==> src/dcbg_pkg.sv <==
`timescale 1ns / 1ps

package dcbg_pkg;

  // Configuration port geometry.
  localparam int CfgIdxW  = 3;
  localparam int CfgDataW = 16;

  // Register indexes, in the order of the register map.
  typedef enum logic [CfgIdxW-1:0] {
    CfgGain      = 3'd0,
    CfgAlpha     = 3'd1,
    CfgThreshold = 3'd2,
    CfgHold      = 3'd3
  } cfg_idx_e;

  // Register widths and reset values.
  localparam int GainW  = 16;
  localparam int AlphaW = 16;
  localparam int ThrW   = 15;
  localparam int HoldW  = 16;

  localparam logic [GainW-1:0]  GainReset  = 16'd5120;
  localparam logic [AlphaW-1:0] AlphaReset = 16'd328;
  localparam logic [ThrW-1:0]   ThrReset   = 15'd500;
  localparam logic [HoldW-1:0]  HoldReset  = 16'd3200;

  // Fraction bits of the DC estimate and of the gain.
  localparam int EstFracW  = 16;
  localparam int GainFracW = 8;

  // Current register contents, handed to the datapath stages.
  typedef struct packed {
    logic [GainW-1:0]  gain;
    logic [AlphaW-1:0] alpha;
    logic [ThrW-1:0]   threshold;
    logic [HoldW-1:0]  hold;
  } cfg_t;

endpackage

==> src/dcbg_if.sv <==
`timescale 1ns / 1ps

// Input channel: one audio sample per transaction.
interface dcbg_in_if #(
  parameter int SAMPLE_BITS = 16
);
  logic                          valid;
  logic                          ready;
  logic signed [SAMPLE_BITS-1:0] in_sample;

  modport source (output valid, output in_sample, input ready);
  modport sink   (input valid, input in_sample, output ready);
endinterface

// Output channel: one gated sample and its gate flag per transaction.
interface dcbg_out_if #(
  parameter int SAMPLE_BITS = 16
);
  logic                          valid;
  logic                          ready;
  logic signed [SAMPLE_BITS-1:0] out_sample;
  logic                          gate_open;

  modport source (output valid, output out_sample, output gate_open, input ready);
  modport sink   (input valid, input out_sample, input gate_open, output ready);
endinterface

==> src/dcbg_cfg_regs.sv <==
`timescale 1ns / 1ps

// Register file behind the plain write port. Writes to unmapped indexes
// are dropped, and each register keeps only its own width.
module dcbg_cfg_regs (
  input  logic                         clk_i,
  input  logic                         rst_ni,
  input  logic                         cfg_we_i,
  input  logic [dcbg_pkg::CfgIdxW-1:0]  cfg_index_i,
  input  logic [dcbg_pkg::CfgDataW-1:0] cfg_data_i,
  output dcbg_pkg::cfg_t               cfg_o
);

  dcbg_pkg::cfg_t cfg_d, cfg_q;

  always_comb begin
    cfg_d = cfg_q;
    if (cfg_we_i) begin
      unique case (dcbg_pkg::cfg_idx_e'(cfg_index_i))
        dcbg_pkg::CfgGain:      cfg_d.gain      = cfg_data_i[dcbg_pkg::GainW-1:0];
        dcbg_pkg::CfgAlpha:     cfg_d.alpha     = cfg_data_i[dcbg_pkg::AlphaW-1:0];
        dcbg_pkg::CfgThreshold: cfg_d.threshold = cfg_data_i[dcbg_pkg::ThrW-1:0];
        dcbg_pkg::CfgHold:      cfg_d.hold      = cfg_data_i[dcbg_pkg::HoldW-1:0];
        default:                cfg_d = cfg_q;
      endcase
    end
  end

  always_ff @(posedge clk_i or negedge rst_ni) begin
    if (!rst_ni) begin
      cfg_q.gain      <= dcbg_pkg::GainReset;
      cfg_q.alpha     <= dcbg_pkg::AlphaReset;
      cfg_q.threshold <= dcbg_pkg::ThrReset;
      cfg_q.hold      <= dcbg_pkg::HoldReset;
    end else begin
      cfg_q <= cfg_d;
    end
  end

  assign cfg_o = cfg_q;

endmodule

==> src/dcbg_dc_track.sv <==
`timescale 1ns / 1ps

// First stage: subtracts the DC estimate from the accepted sample and
// updates the estimate in the same cycle. The difference is registered
// for the gain stage.
module dcbg_dc_track #(
  parameter int SAMPLE_BITS = 16
) (
  input  logic                                         clk_i,
  input  logic                                         rst_ni,
  input  logic [dcbg_pkg::AlphaW-1:0]                   alpha_i,
  input  logic                                         in_valid_i,
  input  logic signed [SAMPLE_BITS-1:0]                in_sample_i,
  output logic                                         in_ready_o,
  output logic                                         diff_valid_o,
  output logic signed [SAMPLE_BITS+dcbg_pkg::EstFracW:0] diff_o,
  input  logic                                         diff_ready_i
);

  localparam int EstW  = SAMPLE_BITS + dcbg_pkg::EstFracW;
  localparam int DiffW = EstW + 1;
  localparam int ProdW = DiffW + dcbg_pkg::AlphaW + 1;

  logic signed [EstW-1:0]  est_d, est_q;
  logic signed [DiffW-1:0] x_scaled, diff, diff_q;
  logic signed [ProdW-1:0] prod, step;
  logic signed [dcbg_pkg::AlphaW:0] alpha_s;
  logic                    valid_q;
  logic                    accept;

  assign in_ready_o = !valid_q || diff_ready_i;
  assign accept     = in_valid_i && in_ready_o;

  // Sample in the estimate's fixed point, one guard bit for the difference.
  assign x_scaled = {in_sample_i[SAMPLE_BITS-1], in_sample_i, {dcbg_pkg::EstFracW{1'b0}}};
  assign diff     = x_scaled - {est_q[EstW-1], est_q};
  assign alpha_s  = {1'b0, alpha_i};
  assign prod     = ProdW'(diff) * ProdW'(alpha_s);
  // Arithmetic shift gives the floor of the scaled step.
  assign step     = prod >>> dcbg_pkg::EstFracW;
  assign est_d    = est_q + step[EstW-1:0];

  always_ff @(posedge clk_i or negedge rst_ni) begin
    if (!rst_ni) begin
      est_q   <= '0;
      valid_q <= 1'b0;
    end else begin
      if (in_ready_o) begin
        valid_q <= in_valid_i;
      end
      if (accept) begin
        est_q <= est_d;
      end
    end
  end

  always_ff @(posedge clk_i) begin
    if (accept) begin
      diff_q <= diff;
    end
  end

  assign diff_valid_o = valid_q;
  assign diff_o       = diff_q;

endmodule

==> src/dcbg_gain_gate.sv <==
`timescale 1ns / 1ps

// Second stage: gain, truncation toward zero, saturation, and the noise
// gate with its hold counter. Results sit in the output register.
module dcbg_gain_gate #(
  parameter int SAMPLE_BITS = 16
) (
  input  logic                                         clk_i,
  input  logic                                         rst_ni,
  input  dcbg_pkg::cfg_t                               cfg_i,
  input  logic                                         diff_valid_i,
  input  logic signed [SAMPLE_BITS+dcbg_pkg::EstFracW:0] diff_i,
  output logic                                         diff_ready_o,
  output logic                                         out_valid_o,
  output logic signed [SAMPLE_BITS-1:0]                out_sample_o,
  output logic                                         gate_open_o,
  input  logic                                         out_ready_i
);

  localparam int DiffW  = SAMPLE_BITS + dcbg_pkg::EstFracW + 1;
  localparam int ProdW  = DiffW + dcbg_pkg::GainW + 1;
  localparam int ShiftW = dcbg_pkg::EstFracW + dcbg_pkg::GainFracW;
  localparam logic signed [ProdW-1:0] RoundAdj = ProdW'((64'd1 << ShiftW) - 64'd1);
  localparam logic signed [ProdW-1:0] SatMax   = ProdW'((64'd1 << (SAMPLE_BITS - 1)) - 64'd1);
  localparam logic signed [ProdW-1:0] SatMin   = -SatMax - ProdW'(1);

  logic signed [dcbg_pkg::GainW:0] gain_s;
  logic signed [ProdW-1:0] prod, prod_adj, quot, sat, thr_pos, thr_neg;
  logic                    loud, pass, load;
  logic [dcbg_pkg::HoldW-1:0] hold_eff, hold_d, hold_q;
  logic                    valid_q;
  logic signed [SAMPLE_BITS-1:0] sample_q;
  logic                    gate_q;

  assign diff_ready_o = !valid_q || out_ready_i;
  assign load         = diff_valid_i && diff_ready_o;

  assign gain_s   = {1'b0, cfg_i.gain};
  assign prod     = ProdW'(diff_i) * ProdW'(gain_s);
  // Bias negative products so the shift rounds toward zero.
  assign prod_adj = prod[ProdW-1] ? prod + RoundAdj : prod;
  assign quot     = prod_adj >>> ShiftW;

  always_comb begin
    if (quot > SatMax) begin
      sat = SatMax;
    end else if (quot < SatMin) begin
      sat = SatMin;
    end else begin
      sat = quot;
    end
  end

  assign thr_pos  = ProdW'({1'b0, cfg_i.threshold});
  assign thr_neg  = -thr_pos;
  assign loud     = (sat > thr_pos) || (sat < thr_neg);
  assign hold_eff = loud ? cfg_i.hold : hold_q;
  assign pass     = (hold_eff != '0);
  assign hold_d   = pass ? hold_eff - dcbg_pkg::HoldW'(1) : hold_eff;

  always_ff @(posedge clk_i or negedge rst_ni) begin
    if (!rst_ni) begin
      valid_q <= 1'b0;
      hold_q  <= '0;
    end else begin
      if (diff_ready_o) begin
        valid_q <= diff_valid_i;
      end
      if (load) begin
        hold_q <= hold_d;
      end
    end
  end

  always_ff @(posedge clk_i) begin
    if (load) begin
      sample_q <= pass ? sat[SAMPLE_BITS-1:0] : '0;
      gate_q   <= pass;
    end
  end

  assign out_valid_o  = valid_q;
  assign out_sample_o = sample_q;
  assign gate_open_o  = gate_q;

endmodule

==> src/dc_block_gain_noise_gate.sv <==
`timescale 1ns / 1ps

// Channel    Direction  Payload                      Transaction when
// in_i       sink       in_sample (SAMPLE_BITS, s)   in_i.valid && in_i.ready
// out_o      source     out_sample (SAMPLE_BITS, s), out_o.valid && out_o.ready
//                       gate_open (1)
// cfg        write      cfg_index_i, cfg_data_i      cfg_we_i high
//
// A sample's difference is registered in the DC tracker and its result in
// the gain stage's output register, from which it is offered. A new sample
// is taken every cycle while in_i.ready is high. The rate is set by the DC
// estimate update, a combinational subtract, 16x33 multiply and add.
// Reset clears the DC estimate, the hold counter and both pipeline stages and
// loads the register defaults. A stalled output holds its result while the
// stage behind it keeps one more sample; in_i.ready drops only when both are full.
module dc_block_gain_noise_gate #(
  parameter int SAMPLE_BITS = 16
) (
  input  logic                          clk_i,
  input  logic                          rst_ni,
  input  logic                          cfg_we_i,
  input  logic [dcbg_pkg::CfgIdxW-1:0]  cfg_index_i,
  input  logic [dcbg_pkg::CfgDataW-1:0] cfg_data_i,
  dcbg_in_if.sink                       in_i,
  dcbg_out_if.source                    out_o
);

  dcbg_pkg::cfg_t cfg;

  // Handoff between the DC tracker and the gain stage: the raw difference
  // between the sample and the estimate, in the estimate's fixed point.
  logic                                         diff_valid;
  logic                                         diff_ready;
  logic signed [SAMPLE_BITS+dcbg_pkg::EstFracW:0] diff;

  // Register file. Writes are expected only while no sample is in flight.
  dcbg_cfg_regs u_cfg (
    .clk_i       (clk_i),
    .rst_ni      (rst_ni),
    .cfg_we_i    (cfg_we_i),
    .cfg_index_i (cfg_index_i),
    .cfg_data_i  (cfg_data_i),
    .cfg_o       (cfg)
  );

  // The estimate advances on every input transaction, so the leaky average
  // sees samples in order with no gaps even when the output stalls.
  dcbg_dc_track #(
    .SAMPLE_BITS (SAMPLE_BITS)
  ) u_track (
    .clk_i        (clk_i),
    .rst_ni       (rst_ni),
    .alpha_i      (cfg.alpha),
    .in_valid_i   (in_i.valid),
    .in_sample_i  (in_i.in_sample),
    .in_ready_o   (in_i.ready),
    .diff_valid_o (diff_valid),
    .diff_o       (diff),
    .diff_ready_i (diff_ready)
  );

  // The hold counter moves once per result, when the result is registered.
  dcbg_gain_gate #(
    .SAMPLE_BITS (SAMPLE_BITS)
  ) u_gate (
    .clk_i        (clk_i),
    .rst_ni       (rst_ni),
    .cfg_i        (cfg),
    .diff_valid_i (diff_valid),
    .diff_i       (diff),
    .diff_ready_o (diff_ready),
    .out_valid_o  (out_o.valid),
    .out_sample_o (out_o.out_sample),
    .gate_open_o  (out_o.gate_open),
    .out_ready_i  (out_o.ready)
  );

endmodule

==> src/flat_wrapper.sv <==
// flat-port wrapper written by rule: the top's interface ports become plain ports
module dc_block_gain_noise_gate_flat 
#(
  parameter int SAMPLE_BITS = 16
)
  (clk_i, rst_ni, cfg_we_i, cfg_index_i, cfg_data_i, in_i_valid, in_i_in_sample, in_i_ready, out_o_valid, out_o_out_sample, out_o_gate_open, out_o_ready);
  dcbg_in_if #(.SAMPLE_BITS(SAMPLE_BITS)) in_i_i ();
  dcbg_out_if #(.SAMPLE_BITS(SAMPLE_BITS)) out_o_i ();
  input  logic clk_i;
  input  logic rst_ni;
  input  logic cfg_we_i;
  input  logic [dcbg_pkg::CfgIdxW-1:0] cfg_index_i;
  input  logic [dcbg_pkg::CfgDataW-1:0] cfg_data_i;
  input wire logic [$bits(in_i_i.valid)-1:0] in_i_valid;
  input wire logic [$bits(in_i_i.in_sample)-1:0] in_i_in_sample;
  output wire logic [$bits(in_i_i.ready)-1:0] in_i_ready;
  output wire logic [$bits(out_o_i.valid)-1:0] out_o_valid;
  output wire logic [$bits(out_o_i.out_sample)-1:0] out_o_out_sample;
  output wire logic [$bits(out_o_i.gate_open)-1:0] out_o_gate_open;
  input wire logic [$bits(out_o_i.ready)-1:0] out_o_ready;
  assign in_i_i.valid = in_i_valid;
  assign in_i_i.in_sample = in_i_in_sample;
  assign in_i_ready = in_i_i.ready;
  assign out_o_valid = out_o_i.valid;
  assign out_o_out_sample = out_o_i.out_sample;
  assign out_o_gate_open = out_o_i.gate_open;
  assign out_o_i.ready = out_o_ready;
  dc_block_gain_noise_gate #(.SAMPLE_BITS(SAMPLE_BITS)) u_core (.clk_i(clk_i), .rst_ni(rst_ni), .cfg_we_i(cfg_we_i), .cfg_index_i(cfg_index_i), .cfg_data_i(cfg_data_i), .in_i(in_i_i), .out_o(out_o_i));
endmodule
==> config.mk <==
export PLATFORM = sky130hd
export DESIGN_NAME = dc_block_gain_noise_gate_flat
export DESIGN_NICKNAME = d
export VERILOG_FILES = /design/src/dcbg_pkg.sv /design/src/dcbg_if.sv /design/src/dcbg_cfg_regs.sv /design/src/dcbg_dc_track.sv /design/src/dcbg_gain_gate.sv /design/src/dc_block_gain_noise_gate.sv /design/src/flat_wrapper.sv
export SDC_FILE = /design/constraint.sdc
export NUM_CORES = 2
export LEC_CHECK = 0
export BUFFER_PORTS_ARGS = -buffer_cell sky130_fd_sc_hd__buf_2
export CAP_MARGIN = 25
export CORE_AREA = 10 10 294 296
export CTS_CLUSTER_DIAMETER = 50
export DETAILED_ROUTE_END_ITERATION = 10
export DIE_AREA = 0 0 304 306
export PLACE_DENSITY = 0.89
export SKIP_CTS_REPAIR_TIMING = 1
export SYNTH_ARGS = -nofsm -noshare
export SYNTH_HDL_FRONTEND = slang
export SYNTH_HIERARCHICAL = 1
export SYNTH_SLANG_ARGS = --single-unit
==> constraint.sdc <==
create_clock -name clk_i -period 12.6 [get_ports clk_i]
set_input_delay 2.52 -clock clk_i [delete_from_list [all_inputs] [get_ports clk_i]]
set_output_delay 2.52 -clock clk_i [all_outputs]
set_load 0.05 [all_outputs]
# Word level (Yosys, flattened, before mapping)
# Index checks and enable logic that the tools add are counted.
[classes]
n_addsub = 5
n_mul = 2
order_cmp = 4
n_eq_ne = 3
mux = 5
n_reduce_logical = 13
[ops]
columns = ["operator", "n"]
rows = [
  ["50-bit 2-to-1 mux", 3],
  ["50-bit by 25-bit adder with 50-bit output (second input constant)", 1],
  ["50-bit by 16-bit greater-than comparator with 1-bit output", 1],
  ["50-bit < comparator", 1],
  ["33-bit by 17-bit multiplier with 50-bit output", 1],
  ["15-bit negator with 50-bit output", 1],
  ["33-bit by 17-bit multiplier with 48-bit output", 1],
  ["32-bit by 32-bit subtractor with 33-bit output", 1],
  ["32-bit adder", 1],
  ["16-bit 2-to-1 mux", 2],
  ["26-bit by 16-bit greater-than comparator with 1-bit output (second input constant)", 1],
  ["26-bit by 16-bit < comparator with 1-bit output (second input constant)", 1],
  ["16-bit nonzero test", 1],
  ["16-bit by 1-bit subtractor with 16-bit output (second input constant)", 1],
  ["2-bit AND reduction", 4],
  ["3-bit by 2-bit == test with 1-bit output (second input constant)", 2],
  ["3-bit by 1-bit == test with 1-bit output (second input constant)", 1],
  ["3-bit zero test", 1],
  ["1-bit logical OR", 3],
  ["1-bit logical AND", 2],
  ["1-bit zero test", 2],
]
[word_totals]
regBits = 163
in_bits = 40

# Logic depth before layout (Yosys ltp)
[logic_depth]
ltp_word = 11
depth_mapped = 62

# By module
# The synthesis kept the hierarchy.
[by_module_without_submodules]
columns = ["module", "instances", "cells_per_inst", "area_per_inst_um2"]
rows = [
  ["dcbg_gain_gate", 1, 2732, 23441.2],
  ["dcbg_dc_track", 1, 2481, 22155.0],
  ["dcbg_cfg_regs", 1, 136, 2428.6],
]

# Worst setup path after synthesis
# Ideal clock, no wire load.
[synth_timing]
kind = "flip-flop to flip-flop"
startpoint = "register u_core.u_cfg.cfg_q, in the netlist u_core/u_cfg/cfg_o[57]"
endpoint = "register u_core/u_gate/hold_q[10] in the netlist's numbering"
setup_time_ns = 0.168
t_arrival_ns = 12.476
required_time_ns = 12.432
slack_ns = -0.044
stages_incl_launch_ff = 57
path_buffers = 3
synth_period_minus_slack_ns = 12.644
cell_sequence = "dfstp_2 -> clkbuf_1 -> nand2_1 -> fa_1 -> inv_1 -> fa_1 -> inv_1 -> fa_1 -> inv_1 -> fa_1 -> fa_1 -> inv_1 -> fa_1 -> inv_1 -> ha_1 -> and2_1 -> and3_1 -> a221oi_2 -> [21 not listed] -> a21oi_1 -> a21oi_1 -> or4_4 -> a31oi_4 -> buf_2 -> mux2i_1 -> ha_1 -> nor2b_1 -> nand4b_1 -> nor3b_1 -> nand2b_1 -> or2_2 -> nor3_1 -> nand2b_1 -> o21ai_0 -> nand2_1 -> mux2i_1 -> a2bb2oi_1"
[synth_via]
elab_chain_len = 11
[synth_rtl]
columns = ["element", "line", "text"]
rows = [
  ["start: declaration", "dcbg_cfg_regs.sv:14", "dcbg_pkg::cfg_t cfg_d, cfg_q;"],
  ["start signal: assignment", "dcbg_cfg_regs.sv:36", "cfg_q <= cfg_d;"],
  ["33-bit by 17-bit multiplier with 50-bit output *", "dcbg_gain_gate.sv:39", "assign prod = ProdW'(diff_i) * ProdW'(gain_s);"],
  ["50-bit by 25-bit adder with 50-bit output", "dcbg_gain_gate.sv:41", "assign prod_adj = prod[ProdW-1] ? prod + RoundAdj : prod;"],
  ["50-bit 2-to-1 mux *", "dcbg_gain_gate.sv:41", ""],
  ["26-bit by 16-bit < comparator with 1-bit output", "dcbg_gain_gate.sv:47", "end else if (quot < SatMin) begin"],
  ["50-bit 2-to-1 mux", "dcbg_gain_gate.sv:47", ""],
  ["50-bit 2-to-1 mux *", "dcbg_gain_gate.sv:45", "if (quot > SatMax) begin"],
  ["net u_core.u_gate.sat[3]", "dcbg_gain_gate.sv:28", "logic signed [ProdW-1:0] prod, prod_adj, quot, sat, thr_pos, thr_neg;"],
  ["50-bit by 16-bit greater-than comparator with 1-bit output or 50-bit < comparator (tied branches)", "dcbg_gain_gate.sv:56", "assign loud = (sat > thr_pos) || (sat < thr_neg);"],
  ["1-bit logical OR *", "dcbg_gain_gate.sv:56", ""],
  ["16-bit 2-to-1 mux *", "dcbg_gain_gate.sv:57", "assign hold_eff = loud ? cfg_i.hold : hold_q;"],
  ["16-bit by 1-bit subtractor with 16-bit output or 16-bit nonzero test (tied branches)", "dcbg_gain_gate.sv:59, dcbg_gain_gate.sv:58", ""],
  ["16-bit 2-to-1 mux *", "dcbg_gain_gate.sv:59", "assign hold_d = pass ? hold_eff - dcbg_pkg::HoldW'(1) : hold_eff;"],
  ["end signal: assignment", "dcbg_gain_gate.sv:70", "hold_q <= hold_d;"],
  ["end: declaration", "dcbg_gain_gate.sv:30", "logic [dcbg_pkg::HoldW-1:0] hold_eff, hold_d, hold_q;"],
]
# Mark *: on every way through the listed nets, which the timed path passes. The rest lies on a longest branch.
# A chain may end at the register's enable or synchronous reset.

# Worst setup path after layout
[layout_timing]
startpoint = "register u_core.u_cfg.cfg_q, in the netlist u_core/u_cfg/cfg_o[53]"
endpoint = "register u_core.u_gate.sample_q[7], in the netlist u_core/u_gate/out_sample_o[7] (data pin)"
[layout_via]
elab_chain_len = 10
[layout_rtl]
columns = ["element", "line", "text"]
rows = [
  ["33-bit by 17-bit multiplier with 50-bit output *", "dcbg_gain_gate.sv:39", ""],
  ["50-bit by 25-bit adder with 50-bit output", "dcbg_gain_gate.sv:41", ""],
  ["50-bit 2-to-1 mux *", "dcbg_gain_gate.sv:41", ""],
  ["26-bit by 16-bit < comparator with 1-bit output", "dcbg_gain_gate.sv:47", ""],
  ["50-bit 2-to-1 mux", "dcbg_gain_gate.sv:47", ""],
  ["50-bit 2-to-1 mux *", "dcbg_gain_gate.sv:45", ""],
  ["net u_core.u_gate.sat[12]", "dcbg_gain_gate.sv:28", ""],
  ["50-bit by 16-bit greater-than comparator with 1-bit output or 50-bit < comparator (tied branches)", "dcbg_gain_gate.sv:56", ""],
  ["1-bit logical OR *", "dcbg_gain_gate.sv:56", ""],
  ["16-bit 2-to-1 mux *", "dcbg_gain_gate.sv:57", ""],
  ["16-bit nonzero test *", "dcbg_gain_gate.sv:58", "assign pass = (hold_eff != '0);"],
  ["end signal: assignment", "dcbg_gain_gate.sv:77", "sample_q <= pass ? sat[SAMPLE_BITS-1:0] : '0;"],
  ["end: declaration", "dcbg_gain_gate.sv:32", "logic signed [SAMPLE_BITS-1:0] sample_q;"],
]
# Marked as above.

==> impl_metrics.py <==
metrics = {
    "run_status": {
        "status": "finished, violations left",
        "violations": "setup timing",
    },
    "synth": {
        "synth_edf_count": 50,
        "synthFlopType": "dfrtp_1",
        "synth-xor-area-share_pct": 3.22,
        "yosysTopAreaCell": "fa_1",
        "synth_top_family_by_area": "adder cells",
        "ys_warn_count": 6,
        "yosysTopAreaCellShare_pct": 41.4,
        "synthMuxAreaShare_pct": 2.01,
        "synth-compound-area-share_pct": 7.12,
        "ys_top_cells_by_area": "fa_1, inv_1, ha_1",
        "synth_nets": 6722,
        "synth.yosys.seq_area_share_pct": 9.05,
        "synthSimpleGateAreaFrac_pct": 17.0,
        "syn_avg_cell_area_sq_um": 8.98,
        "async_reset_ff_share_pct": 69.3,
        "synthAdderAreaFrac_pct": 50.3,
        "syn_inst": 5349,
        "netlist_area_sq_um": 48000,
        "synth.distinct_cells": 98,
        "synth_seq_cells": 163,
    },
    "critical_path": {
        "crit_type": "reg2reg",
        "crit_path_frequent_cell": "fa_1",
        "startpoint_type": "flip-flop",
        "max_stage_delay_ps": 760,
        "crit_path_top_delay_cell": "fa_1",
        "worstSetupEndpointType": "flip-flop",
        "arrival_ps": 13360,
        "cp_max_fo": 16,
        "required_ps": 12860,
        "reg2reg_depth": 49,
    },
    "placement": {
        "hpwl_um": 103000,
        "place_inst": 6466,
        "gp_congestion": 0.988,
        "portBuffers": 58,
    },
    "global_route": {
        "overflow": 0,
        "grt_pass1_vias": 42377,
        "grt_util_met1_pct": 33.8,
        "grtUsageMet2_pct": 46.8,
        "grt_usage_pct": 28.4,
        "grt_util_met3_pct": 7.93,
        "grt_start_max_net_pins": 80,
        "antenna_found_initial": 10,
        "grt_pass1_wl_um": 215000,
        "top_usage_layer": "met2",
    },
    "cells_and_area": {
        "regArea_sq_um": 4350,
        "area_growth_syn_to_layout_pct": 9.48,
        "final-instance-count-excl-fill": 6563,
        "multiInputGateArea_sq_um": 39000,
        "nNetsFinal": 6857,
        "layout-drive-gt1-share_pct": 11.4,
        "fill_cells": 5373,
        "utilization_pct": 65.5,
    },
    "min_path": {
        "holdCritPathClass": "reg2reg",
        "min_path_cells": 1,
    },
    "sta": {
        "drv_slew": 0,
        "max_slew.worst_pin.slew_ps": 1140,
        "setup_slack_ps": -500,
        "rsz0062_at_grt": "yes",
        "finalHoldViolations": 0,
        "timing.final.crit_share_pct": 104,
        "finalSetupViolCount": 33,
        "slew_headroom_pct": 23.9,
        "fin_worst_skew_ps": 41.7,
        "min_period_ps": 13100,
        "fmax_mhz": 76.3,
    },
    "clock_network": {
        "cts_root_buffer": "clkbuf_16",
        "cts_tree": "built",
        "cts_buffer_depth": 2,
        "worstSkewPairLatency_ps": 550,
        "cts_buffers": 17,
        "cts_sinks": 163,
        "h-tree-depth": 4,
        "clkTransAtPathRegs_ps": 90,
    },
    "die": {
        "pin_count": 59,
        "fp-row-count": 104,
        "die_x_um": 304,
        "die_area_sq_um": 93000,
        "die_h_um": 306,
        "coreArea_sq_um": 80300,
        "initial_core_util_pct": 59.8,
    },
    "route": {
        "drcViolationCount": 0,
        "wire_per_inst_um": 22.5,
        "vias_per_cell": 6.22,
        "wl_um": 147000,
        "firstDrtPassIters": 9,
        "ant_nets": 0,
        "via_count": 40798,
        "drt_iter0_drc": 5344,
    },
    "job": {
        "maxCapViolations": 0,
    },
}
-- sequential cells by signal, summed over array words and instances (netlist names) --
register                     cells
u_core/u_gate/out_valid_o        1
u_core/u_track/diff_o           33
u_core/u_track/est_q            32
u_core/u_gate/hold_q            16
u_core/u_track/diff_valid_o      1
u_core/u_gate/gate_open_o        1
u_core/u_gate/out_sample_o      16
u_core/u_cfg/cfg_o              63
-- synth_stat cells, types with 7 or more instances --
| library cell | instances |
|---|---|
| nor3_1 | 54 |
| mux2i_1 | 20 |
| o21bai_1 | 17 |
| nand4b_1 | 7 |
| and2_1 | 458 |
| a21oi_1 | 148 |
| edfxtp_1 | 50 |
| nand2b_1 | 19 |
| dfstp_2 | 14 |
| buf_2 | 10 |
| nor2b_2 | 7 |
| a2bb2oi_1 | 9 |
| dfrtp_1 | 99 |
| o22ai_1 | 7 |
| a211o_1 | 10 |
| inv_1 | 1208 |
| o21a_1 | 25 |
| mux2_2 | 68 |
| xor2_1 | 59 |
| nor2b_1 | 27 |
| fa_1 | 993 |
| nand4_1 | 49 |
| nand3_1 | 53 |
| o211ai_1 | 20 |
| and3_1 | 23 |
| a221oi_1 | 8 |
| o21ai_0 | 114 |
| nand2_1 | 748 |
| ha_1 | 340 |
| and4_1 | 9 |
| clkbuf_1 | 197 |
| a211oi_1 | 14 |
| nor4_1 | 16 |
| or3_1 | 14 |
| xnor2_1 | 115 |
| o2111ai_1 | 9 |
| nor2_1 | 111 |
| a31oi_1 | 13 |
| a21o_1 | 51 |
-- worst max-delay path, delay by kind of cell, from the launching register on --
family	cells	cell delay (ps)
flip-flops	1	630
multiplexers	4	990
adder cells (fa/ha/maj)	10	4350
AO/OA/AOI/OAI	9	1990
buffers and inverters	11	1730
AND/OR/NAND/NOR	14	2940
XOR/XNOR	1	160
-- layout by cell type (no fill, tap or decap), drive strengths merged, types with 99 or more instances in the layout --
cell type  count
a21oi        150
and2         458
buf          330
dfrtp         99
fa           993
ha           340
inv         1213
nand2        749
nor2         111
o21ai        117
xnor2        115
-- routing by layer --
metal / up-vias / part of all wire [%] / routed length [um]
li1: 16560 / - / -
met1: 19565 / 33 / 48000
met2: 3508 / 46 / 67300
met3: 1151 / 14 / 20100
met4: 14 / 8.0 / 11800
met5: - / 0.13 / 196
-- per-stage QoR --
| stage | setup slack (ps) | hold slack, ps | TNS [ps] | cell area [sq um] |
|---|---|---|---|---|
| 3_3_place_gp | 244 | 471 | 0 | 50600 |
| 3_5_place_dp | -281 | 505 | -2500 | 50600 |
| 6_report | -500 | 524 | -11750 | 52600 |
| 5_1_grt | -817 | 536 | -20920 | 52600 |
| 2_1_floorplan | 105 | 458 | 0 | 48000 |
| 4_1_cts | -474 | 519 | -4210 | 51200 |
-- logic make-up after synthesis --
kind of cell	Yosys count
compound gates	520
flops	163
simple gates	1640
xor+xnor	175
fa+ha+maj	1333
mux	88
buf+inv	1430
-- final timing paths --
path                                            endpoint                        start  slack [ps]
max in group asynchronous         u_core/u_cfg/cfg_o[24]                       rst_ni        9640
min                            u_core/u_gate/out_valid_o  u_core/u_track/diff_valid_o         520
min reg2reg                    u_core/u_gate/out_valid_o  u_core/u_track/diff_valid_o         520
max                        u_core/u_gate/out_sample_o[7]       u_core/u_cfg/cfg_o[53]        -500
min in group asynchronous    u_core/u_track/diff_valid_o                       rst_ni        1950
max reg2reg                u_core/u_gate/out_sample_o[7]       u_core/u_cfg/cfg_o[53]        -500
-- area by class of cell --
type	count	share of cell area, %
Tap cell	1060	2.52
Antenna cell	7	0.0333
Sequential cell	163	8.28
Clock buffer	19	0.845
Inverter	1208	8.63
Timing Repair Buffer	338	5.29
Clock inverter	12	0.231
Multi-Input combinational cell	3756	74.2
Power is left out: the tool's default activity adds up to more than one toggle a clock period on the data nets, which glitch-free logic cannot reach.
